--- src/hdl/mme_pkg.sv ---
// ----------------------------------------------------------------------------
// Matrix multiply engine package
// Shared sizes, register indexes, types and helper functions.
// ----------------------------------------------------------------------------
package mme_pkg;

   localparam int MAX_DIM         = 8;
   localparam int ELEM_WIDTH      = 16;
   localparam int VALUE_WIDTH     = 35;
   localparam int IDX_WIDTH       = 3;
   localparam int CFG_WIDTH       = 4;
   localparam int CSR_INDEX_WIDTH = 2;

   localparam logic [CSR_INDEX_WIDTH-1:0] REG_ROWS_A     = 2'd0;
   localparam logic [CSR_INDEX_WIDTH-1:0] REG_INNER_SIZE = 2'd1;
   localparam logic [CSR_INDEX_WIDTH-1:0] REG_COLS_B     = 2'd2;

   localparam logic [CFG_WIDTH-1:0] RESET_ROWS_A     = 4'd2;
   localparam logic [CFG_WIDTH-1:0] RESET_INNER_SIZE = 4'd3;
   localparam logic [CFG_WIDTH-1:0] RESET_COLS_B     = 4'd2;

   localparam int STORE_DEPTH = MAX_DIM * MAX_DIM;
   localparam int ADDR_WIDTH  = $clog2(STORE_DEPTH);
   localparam int CNT_WIDTH   = ADDR_WIDTH + 1;
   localparam int DIM_BITS    = $clog2(MAX_DIM);
   localparam int SIZE_WIDTH  = $clog2(MAX_DIM + 1);
   localparam int PROD_WIDTH  = 2 * ELEM_WIDTH;
   localparam int WIDE_WIDTH  = 64;

   localparam int RSP_DEPTH     = 4;
   localparam int RSP_PTR_WIDTH = $clog2(RSP_DEPTH);
   localparam int RSP_CNT_WIDTH = $clog2(RSP_DEPTH + 1);

   typedef logic [SIZE_WIDTH-1:0] size_type;

   typedef struct packed {
      size_type m;
      size_type n;
      size_type p;
   } job_type;

   typedef struct packed {
      logic                  a_we;
      logic                  b_we;
      logic [ADDR_WIDTH-1:0] addr;
      logic [ELEM_WIDTH-1:0] data;
   } wr_type;

   typedef struct packed {
      logic                first;
      logic                lastk;
      logic                last;
      logic [DIM_BITS-1:0] row;
      logic [DIM_BITS-1:0] col;
   } tag_type;

   typedef struct packed {
      logic [VALUE_WIDTH-1:0] value;
      logic [IDX_WIDTH-1:0]   row;
      logic [IDX_WIDTH-1:0]   col;
      logic                   last;
   } rsp_type;

   // A size of zero acts as one, and a size above the maximum acts as the maximum.
   function automatic size_type eff_size(input logic [CFG_WIDTH-1:0] v);
      size_type r;
      if (v == '0) begin
         r = size_type'(1);
      end else if (int'(v) > MAX_DIM) begin
         r = size_type'(MAX_DIM);
      end else begin
         r = size_type'(v);
      end
      return r;
   endfunction

endpackage

--- src/hdl/matrix_multiply_engine.sv ---
// ----------------------------------------------------------------------------
// Matrix multiply engine
// Loads signed matrices A and B element by element and returns A times B
// in row-major order, one result element per request on the result queue.
// ----------------------------------------------------------------------------
//   Channel   Handshake              Payload
//   req       req_push / req_full    element
//   rsp       rsp_pop / rsp_empty    product_value, row, col, last
//   csr       csr_valid / csr_ready  index, data (rows_a, inner_size, cols_b)
//
// Once the back end takes the job queued by the last element of B, the single
// multiply-accumulate unit issues rows_a * cols_b * inner_size products, one a
// cycle; each result passes the store read register and the product register
// into the result queue. req_full is high from the cycle after the last
// element of B until the final product issues, and issue pauses while the
// four-entry result queue, counting results in flight, is full. Reset is
// synchronous and needs no clearing pass.
// ----------------------------------------------------------------------------
module matrix_multiply_engine (
   input  logic                                clock,
   input  logic                                reset,
   input  logic                                req_push,
   output logic                                req_full,
   input  logic signed [mme_pkg::ELEM_WIDTH-1:0] req_element,
   output logic                                rsp_empty,
   input  logic                                rsp_pop,
   output logic signed [mme_pkg::VALUE_WIDTH-1:0] rsp_product_value,
   output logic [mme_pkg::IDX_WIDTH-1:0]       rsp_row,
   output logic [mme_pkg::IDX_WIDTH-1:0]       rsp_col,
   output logic                                rsp_last,
   input  logic                                csr_valid,
   output logic                                csr_ready,
   input  logic [mme_pkg::CSR_INDEX_WIDTH-1:0] csr_index,
   input  logic [mme_pkg::CFG_WIDTH-1:0]       csr_data
);

   logic                                job_push;
   logic                                job_pop;
   logic                                job_pending;
   logic                                back_busy;
   mme_pkg::job_type                    front_job;
   mme_pkg::job_type                    head_job;
   mme_pkg::wr_type                     wr;
   logic [mme_pkg::ADDR_WIDTH-1:0]      a_raddr, b_raddr;
   logic [mme_pkg::ELEM_WIDTH-1:0]      a_rdata, b_rdata;
   logic [mme_pkg::VALUE_WIDTH-1:0]     product_value;

   mme_front u_front (
      .clock       (clock),
      .reset       (reset),
      .req_push    (req_push),
      .req_full    (req_full),
      .req_element (req_element),
      .csr_valid   (csr_valid),
      .csr_ready   (csr_ready),
      .csr_index   (csr_index),
      .csr_data    (csr_data),
      .job_pending (job_pending),
      .back_busy   (back_busy),
      .job_push    (job_push),
      .job         (front_job),
      .wr          (wr)
   );

   mme_job_queue u_job_queue (
      .clock    (clock),
      .reset    (reset),
      .push     (job_push),
      .push_job (front_job),
      .pop      (job_pop),
      .pending  (job_pending),
      .head_job (head_job)
   );

   mme_ram #(
      .DEPTH (mme_pkg::STORE_DEPTH),
      .WIDTH (mme_pkg::ELEM_WIDTH)
   ) u_store_a (
      .clock (clock),
      .we    (wr.a_we),
      .waddr (wr.addr),
      .wdata (wr.data),
      .raddr (a_raddr),
      .rdata (a_rdata)
   );

   mme_ram #(
      .DEPTH (mme_pkg::STORE_DEPTH),
      .WIDTH (mme_pkg::ELEM_WIDTH)
   ) u_store_b (
      .clock (clock),
      .we    (wr.b_we),
      .waddr (wr.addr),
      .wdata (wr.data),
      .raddr (b_raddr),
      .rdata (b_rdata)
   );

   mme_back u_back (
      .clock             (clock),
      .reset             (reset),
      .job_pending       (job_pending),
      .job               (head_job),
      .job_pop           (job_pop),
      .busy              (back_busy),
      .a_raddr           (a_raddr),
      .b_raddr           (b_raddr),
      .a_rdata           (a_rdata),
      .b_rdata           (b_rdata),
      .rsp_empty         (rsp_empty),
      .rsp_pop           (rsp_pop),
      .rsp_product_value (product_value),
      .rsp_row           (rsp_row),
      .rsp_col           (rsp_col),
      .rsp_last          (rsp_last)
   );

   assign rsp_product_value = product_value;

endmodule

--- src/hdl/mme_ram.sv ---
// ----------------------------------------------------------------------------
// Matrix multiply engine element store
// Simple dual-port memory with one write port and one registered read port.
// ----------------------------------------------------------------------------
module mme_ram #(
   parameter int DEPTH = 64,
   parameter int WIDTH = 16
) (
   input  logic                     clock,
   input  logic                     we,
   input  logic [$clog2(DEPTH)-1:0] waddr,
   input  logic [WIDTH-1:0]         wdata,
   input  logic [$clog2(DEPTH)-1:0] raddr,
   output logic [WIDTH-1:0]         rdata
);

   logic [WIDTH-1:0] store_ff [DEPTH];
   logic [WIDTH-1:0] rdata_ff;

   always_ff @(posedge clock) begin
      if (we) begin
         store_ff[waddr] <= wdata;
      end
      rdata_ff <= store_ff[raddr];
   end

   assign rdata = rdata_ff;

endmodule

--- src/hdl/mme_front.sv ---
// ----------------------------------------------------------------------------
// Matrix multiply engine front end
// Holds the size registers, loads A and B into the stores and issues a job
// when the last element of B has arrived.
// ----------------------------------------------------------------------------
module mme_front (
   input  logic                                  clock,
   input  logic                                  reset,
   input  logic                                  req_push,
   output logic                                  req_full,
   input  logic [mme_pkg::ELEM_WIDTH-1:0]        req_element,
   input  logic                                  csr_valid,
   output logic                                  csr_ready,
   input  logic [mme_pkg::CSR_INDEX_WIDTH-1:0]   csr_index,
   input  logic [mme_pkg::CFG_WIDTH-1:0]         csr_data,
   input  logic                                  job_pending,
   input  logic                                  back_busy,
   output logic                                  job_push,
   output mme_pkg::job_type                      job,
   output mme_pkg::wr_type                       wr
);

   localparam logic PHASE_A = 1'b0;
   localparam logic PHASE_B = 1'b1;

   logic [mme_pkg::CFG_WIDTH-1:0] rows_ff, rows_in;
   logic [mme_pkg::CFG_WIDTH-1:0] inner_ff, inner_in;
   logic [mme_pkg::CFG_WIDTH-1:0] cols_ff, cols_in;
   logic [mme_pkg::CNT_WIDTH-1:0] count_ff, count_in;
   logic                          phase_ff, phase_in;

   mme_pkg::size_type             m, n, p;
   logic [mme_pkg::CNT_WIDTH-1:0] total;
   logic [mme_pkg::CNT_WIDTH-1:0] count_inc;
   logic                          accept;
   logic                          done;
   logic                          known;

   assign m = mme_pkg::eff_size(rows_ff);
   assign n = mme_pkg::eff_size(inner_ff);
   assign p = mme_pkg::eff_size(cols_ff);

   assign req_full  = job_pending | back_busy;
   assign csr_ready = 1'b1;
   assign accept    = req_push & ~req_full;

   assign total     = (phase_ff == PHASE_A)
                    ? mme_pkg::CNT_WIDTH'(m) * mme_pkg::CNT_WIDTH'(n)
                    : mme_pkg::CNT_WIDTH'(n) * mme_pkg::CNT_WIDTH'(p);
   assign count_inc = count_ff + mme_pkg::CNT_WIDTH'(1);
   assign done      = (count_inc == total);

   assign wr.a_we = accept & (phase_ff == PHASE_A);
   assign wr.b_we = accept & (phase_ff == PHASE_B);
   assign wr.addr = count_ff[mme_pkg::ADDR_WIDTH-1:0];
   assign wr.data = req_element;

   assign job_push = accept & (phase_ff == PHASE_B) & done;
   assign job.m    = m;
   assign job.n    = n;
   assign job.p    = p;

   always_comb begin
      rows_in  = rows_ff;
      inner_in = inner_ff;
      cols_in  = cols_ff;
      count_in = count_ff;
      phase_in = phase_ff;
      known    = 1'b0;
      if (csr_valid && csr_ready) begin
         case (csr_index)
            mme_pkg::REG_ROWS_A: begin
               rows_in = csr_data;
               known   = 1'b1;
            end
            mme_pkg::REG_INNER_SIZE: begin
               inner_in = csr_data;
               known    = 1'b1;
            end
            mme_pkg::REG_COLS_B: begin
               cols_in = csr_data;
               known   = 1'b1;
            end
            default: begin
               known = 1'b0;
            end
         endcase
      end
      if (known) begin
         count_in = '0;
         phase_in = PHASE_A;
      end else if (accept) begin
         if (done) begin
            count_in = '0;
            phase_in = ~phase_ff;
         end else begin
            count_in = count_inc;
         end
      end
   end

   always_ff @(posedge clock) begin
      if (reset) begin
         rows_ff  <= mme_pkg::RESET_ROWS_A;
         inner_ff <= mme_pkg::RESET_INNER_SIZE;
         cols_ff  <= mme_pkg::RESET_COLS_B;
         count_ff <= '0;
         phase_ff <= PHASE_A;
      end else begin
         rows_ff  <= rows_in;
         inner_ff <= inner_in;
         cols_ff  <= cols_in;
         count_ff <= count_in;
         phase_ff <= phase_in;
      end
   end

endmodule

--- src/hdl/mme_job_queue.sv ---
// ----------------------------------------------------------------------------
// Matrix multiply engine job queue
// Two-entry queue of matrix sizes between the front end and the back end.
// ----------------------------------------------------------------------------
module mme_job_queue (
   input  logic             clock,
   input  logic             reset,
   input  logic             push,
   input  mme_pkg::job_type push_job,
   input  logic             pop,
   output logic             pending,
   output mme_pkg::job_type head_job
);

   mme_pkg::job_type entry_ff [2];
   logic             wr_ptr_ff, wr_ptr_in;
   logic             rd_ptr_ff, rd_ptr_in;
   logic [1:0]       count_ff, count_in;
   logic             do_push;
   logic             do_pop;

   assign pending  = (count_ff != 2'd0);
   assign head_job = entry_ff[rd_ptr_ff];
   assign do_push  = push & (count_ff != 2'd2);
   assign do_pop   = pop & pending;

   always_comb begin
      wr_ptr_in = do_push ? ~wr_ptr_ff : wr_ptr_ff;
      rd_ptr_in = do_pop ? ~rd_ptr_ff : rd_ptr_ff;
      count_in  = count_ff;
      if (do_push && !do_pop) begin
         count_in = count_ff + 2'd1;
      end else if (do_pop && !do_push) begin
         count_in = count_ff - 2'd1;
      end
   end

   always_ff @(posedge clock) begin
      if (reset) begin
         wr_ptr_ff <= 1'b0;
         rd_ptr_ff <= 1'b0;
         count_ff  <= 2'd0;
      end else begin
         wr_ptr_ff <= wr_ptr_in;
         rd_ptr_ff <= rd_ptr_in;
         count_ff  <= count_in;
      end
   end

   always_ff @(posedge clock) begin
      if (do_push) begin
         entry_ff[wr_ptr_ff] <= push_job;
      end
   end

endmodule

--- src/hdl/mme_back.sv ---
// ----------------------------------------------------------------------------
// Matrix multiply engine back end
// Walks row, column and inner index with one multiply-accumulate unit and
// queues the finished result elements.
// ----------------------------------------------------------------------------
module mme_back (
   input  logic                                  clock,
   input  logic                                  reset,
   input  logic                                  job_pending,
   input  mme_pkg::job_type                      job,
   output logic                                  job_pop,
   output logic                                  busy,
   output logic [mme_pkg::ADDR_WIDTH-1:0]        a_raddr,
   output logic [mme_pkg::ADDR_WIDTH-1:0]        b_raddr,
   input  logic signed [mme_pkg::ELEM_WIDTH-1:0] a_rdata,
   input  logic signed [mme_pkg::ELEM_WIDTH-1:0] b_rdata,
   output logic                                  rsp_empty,
   input  logic                                  rsp_pop,
   output logic [mme_pkg::VALUE_WIDTH-1:0]       rsp_product_value,
   output logic [mme_pkg::IDX_WIDTH-1:0]         rsp_row,
   output logic [mme_pkg::IDX_WIDTH-1:0]         rsp_col,
   output logic                                  rsp_last
);

   logic                           busy_ff, busy_in;
   mme_pkg::job_type               dims_ff, dims_in;
   logic [mme_pkg::DIM_BITS-1:0]   i_ff, i_in;
   logic [mme_pkg::DIM_BITS-1:0]   j_ff, j_in;
   logic [mme_pkg::DIM_BITS-1:0]   k_ff, k_in;
   logic [mme_pkg::ADDR_WIDTH-1:0] a_row_ff, a_row_in;
   logic [mme_pkg::ADDR_WIDTH-1:0] a_addr_ff, a_addr_in;
   logic [mme_pkg::ADDR_WIDTH-1:0] b_addr_ff, b_addr_in;

   logic                           v1_ff, v2_ff;
   mme_pkg::tag_type               t1_ff, t2_ff, t0;
   logic signed [mme_pkg::PROD_WIDTH-1:0] prod_ff;
   logic [mme_pkg::VALUE_WIDTH-1:0] acc_ff;
   logic signed [mme_pkg::WIDE_WIDTH-1:0] prod_wide;
   logic [mme_pkg::VALUE_WIDTH-1:0] acc_sum;

   mme_pkg::rsp_type                  rsp_ff [mme_pkg::RSP_DEPTH];
   logic [mme_pkg::RSP_PTR_WIDTH-1:0] wr_ptr_ff, rd_ptr_ff;
   logic [mme_pkg::RSP_CNT_WIDTH-1:0] cnt_ff, cnt_in;
   logic [mme_pkg::RSP_CNT_WIDTH-1:0] inflight;
   mme_pkg::rsp_type                  rsp_new;
   mme_pkg::rsp_type                  rsp_head;

   logic room, issue, k_last, j_last, i_last, push, pop;

   assign inflight = mme_pkg::RSP_CNT_WIDTH'(v1_ff & t1_ff.lastk)
                   + mme_pkg::RSP_CNT_WIDTH'(v2_ff & t2_ff.lastk);
   assign room     = (cnt_ff + inflight) < mme_pkg::RSP_CNT_WIDTH'(mme_pkg::RSP_DEPTH);
   assign issue    = busy_ff & room;
   assign job_pop  = ~busy_ff & job_pending;
   assign busy     = busy_ff;
   assign a_raddr  = a_addr_ff;
   assign b_raddr  = b_addr_ff;

   assign k_last = (mme_pkg::SIZE_WIDTH'(k_ff) == dims_ff.n - mme_pkg::SIZE_WIDTH'(1));
   assign j_last = (mme_pkg::SIZE_WIDTH'(j_ff) == dims_ff.p - mme_pkg::SIZE_WIDTH'(1));
   assign i_last = (mme_pkg::SIZE_WIDTH'(i_ff) == dims_ff.m - mme_pkg::SIZE_WIDTH'(1));

   assign t0.first = (k_ff == '0);
   assign t0.lastk = k_last;
   assign t0.last  = i_last & j_last & k_last;
   assign t0.row   = i_ff;
   assign t0.col   = j_ff;

   always_comb begin
      busy_in   = busy_ff;
      dims_in   = dims_ff;
      i_in      = i_ff;
      j_in      = j_ff;
      k_in      = k_ff;
      a_row_in  = a_row_ff;
      a_addr_in = a_addr_ff;
      b_addr_in = b_addr_ff;
      if (job_pop) begin
         busy_in   = 1'b1;
         dims_in   = job;
         i_in      = '0;
         j_in      = '0;
         k_in      = '0;
         a_row_in  = '0;
         a_addr_in = '0;
         b_addr_in = '0;
      end else if (issue) begin
         if (!k_last) begin
            k_in      = k_ff + mme_pkg::DIM_BITS'(1);
            a_addr_in = a_addr_ff + mme_pkg::ADDR_WIDTH'(1);
            b_addr_in = b_addr_ff + mme_pkg::ADDR_WIDTH'(dims_ff.p);
         end else if (!j_last) begin
            k_in      = '0;
            j_in      = j_ff + mme_pkg::DIM_BITS'(1);
            a_addr_in = a_row_ff;
            b_addr_in = mme_pkg::ADDR_WIDTH'(j_ff) + mme_pkg::ADDR_WIDTH'(1);
         end else if (!i_last) begin
            k_in      = '0;
            j_in      = '0;
            i_in      = i_ff + mme_pkg::DIM_BITS'(1);
            a_row_in  = a_row_ff + mme_pkg::ADDR_WIDTH'(dims_ff.n);
            a_addr_in = a_row_ff + mme_pkg::ADDR_WIDTH'(dims_ff.n);
            b_addr_in = '0;
         end else begin
            busy_in = 1'b0;
         end
      end
   end

   assign prod_wide = mme_pkg::WIDE_WIDTH'(prod_ff);
   assign acc_sum   = (t2_ff.first ? '0 : acc_ff) + prod_wide[mme_pkg::VALUE_WIDTH-1:0];

   assign push          = v2_ff & t2_ff.lastk;
   assign pop           = rsp_pop & ~rsp_empty;
   assign rsp_new.value = acc_sum;
   assign rsp_new.row   = mme_pkg::IDX_WIDTH'(t2_ff.row);
   assign rsp_new.col   = mme_pkg::IDX_WIDTH'(t2_ff.col);
   assign rsp_new.last  = t2_ff.last;

   always_comb begin
      cnt_in = cnt_ff;
      if (push && !pop) begin
         cnt_in = cnt_ff + mme_pkg::RSP_CNT_WIDTH'(1);
      end else if (pop && !push) begin
         cnt_in = cnt_ff - mme_pkg::RSP_CNT_WIDTH'(1);
      end
   end

   always_ff @(posedge clock) begin
      if (reset) begin
         busy_ff   <= 1'b0;
         v1_ff     <= 1'b0;
         v2_ff     <= 1'b0;
         wr_ptr_ff <= '0;
         rd_ptr_ff <= '0;
         cnt_ff    <= '0;
      end else begin
         busy_ff <= busy_in;
         v1_ff   <= issue;
         v2_ff   <= v1_ff;
         cnt_ff  <= cnt_in;
         if (push) begin
            wr_ptr_ff <= wr_ptr_ff + mme_pkg::RSP_PTR_WIDTH'(1);
         end
         if (pop) begin
            rd_ptr_ff <= rd_ptr_ff + mme_pkg::RSP_PTR_WIDTH'(1);
         end
      end
   end

   always_ff @(posedge clock) begin
      dims_ff   <= dims_in;
      i_ff      <= i_in;
      j_ff      <= j_in;
      k_ff      <= k_in;
      a_row_ff  <= a_row_in;
      a_addr_ff <= a_addr_in;
      b_addr_ff <= b_addr_in;
      t1_ff     <= t0;
      t2_ff     <= t1_ff;
      prod_ff   <= a_rdata * b_rdata;
      if (v2_ff) begin
         acc_ff <= acc_sum;
      end
      if (push) begin
         rsp_ff[wr_ptr_ff] <= rsp_new;
      end
   end

   assign rsp_head          = rsp_ff[rd_ptr_ff];
   assign rsp_empty         = (cnt_ff == '0);
   assign rsp_product_value = rsp_head.value;
   assign rsp_row           = rsp_head.row;
   assign rsp_col           = rsp_head.col;
   assign rsp_last          = rsp_head.last;

endmodule

--- config.mk ---
export PLATFORM = sky130hd
export DESIGN_NAME = matrix_multiply_engine
export DESIGN_NICKNAME = d
export VERILOG_FILES = /design/src/hdl/mme_pkg.sv /design/src/hdl/matrix_multiply_engine.sv /design/src/hdl/mme_ram.sv /design/src/hdl/mme_front.sv /design/src/hdl/mme_job_queue.sv /design/src/hdl/mme_back.sv
export SDC_FILE = /design/constraint.sdc
export NUM_CORES = 2
export LEC_CHECK = 0
export ABC_CLOCK_PERIOD_IN_PS = 12100
export BUFFER_PORTS_ARGS = -buffer_cell sky130_fd_sc_hd__buf_4
export CAP_MARGIN = 15
export CORE_AREA = 2 2 475 477
export DETAILED_ROUTE_END_ITERATION = 6
export DIE_AREA = 0 0 477 479
export PLACE_DENSITY = 0.59
export REMOVE_ABC_BUFFERS = 1
export SKIP_LAST_GASP = 1
export SLEW_MARGIN = 20
export SYNTH_ARGS = -nofsm -noshare
export SYNTH_HDL_FRONTEND = slang
export SYNTH_SLANG_ARGS = --single-unit
--- constraint.sdc ---
create_clock -name clock -period 12.1 [get_ports clock]
set_clock_uncertainty 0.05 [all_clocks]
set_input_delay 1.21 -clock clock [delete_from_list [all_inputs] [get_ports clock]]
set_output_delay 1.21 -clock clock [all_outputs]
set_load 0.005 [all_outputs]
==> results.md <==
* Synthesized area at between 100000 and 150000 um^2
* Most frequent cells in the layout: 2287 x edfxtp_1, 714 x mux4_2, 344 x inv_1
* Later-pin clock latency in the skew report at ~0.9 ns
* Crit path launch type: flop
* Synth-to-Final Area Change at 12.20%
* Area contributors post-synth: edfxtp_1 66%, mux4_2 15%, fa_1 5.3%, dfxtp_1 2.8%, ha_1 1.9%
* Initial antenna violation count at 13
* Hold EP: u_back.rsp_new[2]$_DFF_P_
* DR WL/cell at about 28 um
* Largest net degree at the start of global routing at between 100 and 150
* Outcome: finished, final reports clean
* Vias at between 50000 and 60000
* CP Data Arrival Time at between 7 and 8 ns
* Core box area at about 220000 um^2
* Seq/Total Area, Yosys at approximately two thirds
* Die Ht at 479 um
* Die area at 228500 um^2
* CP required at between 10 and 15 ns
* Rows at between 150 and 200
* GP Congestion at 0.8511
* Final Hold Viols at 0
* Commonest non-fill, non-tap cell in the layout: edfxtp_1
* Reg-to-Reg Start: u_store_a.rdata[11]$_DFF_P_
* Fin crit share at 57.61%
* R2R depth at 19
* Count of cell types in the netlist at 65
* Finished Layout Cells at 8812
* HP Start: u_back.t1_ff[1]$_DFF_P_
* Overall global routing resource usage at between 20% and 30%
* Setup violators final at 0
* GRT overflow at 0
* Initial Util at between 40% and 50%
* Antenna viol nets, final at 0
* CP max FO at 16
* Reg clk slew, reported paths at 0.06 ns
* RSZ-0062 raised after global routing: false
* Worst-margin pin slew at 1.163 ns
* Worst setup startpoint: u_store_a.rdata[11]$_DFF_P_
* First-pass GRT wire length at 363.0 mm
* Syn Inst Count at roughly 5400
* H-tree depth at 4
* TritonCTS buffer count at approximately 240
* Fill cells at ~18000
* Post-synth EDFFs at about 2300
* Slew margin rel. at between 20% and 30%
* Register-to-register setup slack at between 5 and 6 ns
* CP Class: reg -> reg
* 1st-iter DRT viols at around 5200
* CTS resizes at 0
* Synth warn at 0
* Placed insts at roughly 8400
* Synth top area share at 65.86%
* Crit. End Element: flop
* Remaining routing DRC violations at 0
* Vias/cell at 5.742
* Root Driver: clkbuf_16
* Clock tree buffer depth at 3
* Seq cells post-synth at roughly 2400
* Max Cap Viol at 0
* Post-Route WL at ~250 mm
* Synth Area per Inst at slightly below 20 um^2
* Share of cells above drive strength 1 at a little under a quarter
* Min Clock Period, post-route at approximately 7.0 ns
* IO Port Bufs at 70
* I/O Pins at between 70 and 80
* Postcts setup bufs at 0
* Fin nets at 6067
* Clk sinks at around 2400
* Final HPWL DP at 148.7 mm
* Slew Viols, Final at 0
* TritonRoute pass-1 iters at 5
* CTS tree: built
* Worst hold stages at 0
* Most used flip-flop cell after synthesis: edfxtp_1
* Post-synth ARST share at 0%
* Hold Path Class: reg -> reg
* Fmax at roughly 140 MHz
* Vias in the first global route at ~52000
* Top cell type by total area after synthesis: edfxtp_1
* CTS Hold Bufs at 0
* Die Width at about 480 um
* Worst r2r dst: u_back.prod_ff[31]$_DFF_P_
[registers in the layout, indices dropped and copies added, names as in the netlist, 6 cells and up, named ones only]
name / count
u_back.rsp_ff: 168
u_store_b.store_ff: 1024
u_back.a_row_ff: 6
u_back.prod_ff: 32
u_back.t1_ff: 9
u_front.count_ff: 7
u_store_a.store_ff: 1024
u_job_queue.entry_ff: 24
u_back.rsp_new: 7
u_back.acc_ff: 35
u_store_a.rdata: 16
u_back.dims_ff: 12
u_store_b.rdata: 16
u_back.b_raddr: 6
u_back.a_raddr: 6
[per-layer routing]
| metal | track usage, % | wire [um] | up-vias | share of wire [%] |
|---|---|---|---|---|
| met4 | 5.079 | 4988 | 0 | 2.0 |
| met5 | 0 | 0 | - | 0 |
| met1 | 32.00 | 108500 | 27189 | 44 |
| li1 | - | - | 21516 | - |
| met3 | 3.201 | 15260 | 301 | 6.2 |
| met2 | 34.58 | 117900 | 1593 | 48 |
[area by class of cell]
| type | count | area, um^2 | share of cell area (%) |
|---|---|---|---|
| multi-input cells | 2335 | 30470 | 26.04 |
| clock buffers | 295 | 6320 | 5.402 |
| diodes | 8 | 20.02 | 0.01711 |
| flip-flops and latches | 2432 | 71610 | 61.22 |
| well taps | 2992 | 3744 | 3.200 |
| repair buffers | 254 | 1983 | 1.695 |
| clock inverters | 151 | 1544 | 1.320 |
| inverters | 345 | 1295 | 1.107 |
[critical path: stages, from the launching register on]
cell and delay, ns:
dfxtp_1 0.80, nand2_1 0.17, fa_1 0.54, fa_1 0.52, fa_1 0.52, inv_1 0.06, fa_1 0.49, fa_1 0.50
inv_1 0.05, fa_1 0.47, inv_1 0.04, ha_1 0.35, a21oi_1 0.31, nor2_1 0.08, a211oi_1 0.70, nor2_1 0.21
o31ai_1 0.36, nand3_1 0.18, mux2i_1 0.15, nor4b_1 0.28
[synth_stat cells, types with 24 or more instances]
cell type  number
o21ai_0        49
nand3_1        35
ha_1          160
clkbuf_1      173
a21oi_1        76
buf_2          47
mux4_2        714
nand2_1       188
fa_1          274
xor2_1         37
edfxtp_1     2287
dfxtp_1       145
nand2b_1       30
nor3_1         24
inv_1         344
nor2b_1        46
nor2_1        247
a21o_1         33
buf_1          26
xnor2_1        79
and2_1        135
[kinds of logic (layout without fill, tap and decap cells)]
kind of cell / after synthesis / in the layout / synth area share (%)
multiplexers: 749 / 749 / 15.77
buffers and inverters: 595 / 1045 / 2.224
adder cells (fa/ha/maj): 434 / 434 / 7.181
other: 1 / 9 / 0.003596
AND/OR/NAND/NOR: 784 / 784 / 3.646
flip-flops: 2432 / 2432 / 68.65
XOR/XNOR: 117 / 117 / 0.9900
AO/OA/AOI/OAI: 250 / 250 / 1.534
[worst max path at each step]
stage,end,slack [ns]
floorplan,u_store_a.rdata[0]$_DFF_P_,-0.18
global placement,u_back.prod_ff[31]$_DFF_P_,5.38
detailed placement,u_back.prod_ff[31]$_DFF_P_,5.22
CTS,u_back.prod_ff[31]$_DFF_P_,5.21
global route,u_back.prod_ff[31]$_DFF_P_,4.76
finish,u_back.prod_ff[31]$_DFF_P_,5.13
[metrics by stage]
step	setup slack [ns]	util [%]	TNS [ns]	hold WS, ns	cell area [um^2]
CTS	5.212	52.28	0	0.2750	116900
floorplan	-0.1850	-	-5.298	0.2596	103200
global placement	5.381	48.76	0	0.2616	109000
detailed placement	5.220	48.76	0	0.2621	109000
global route	4.756	52.32	0	0.2865	117000
finish	5.129	52.32	0	0.2726	117000
Power is left out: the tool's default activity adds up to more than one toggle a clock period on the data nets, which glitch-free logic cannot reach.
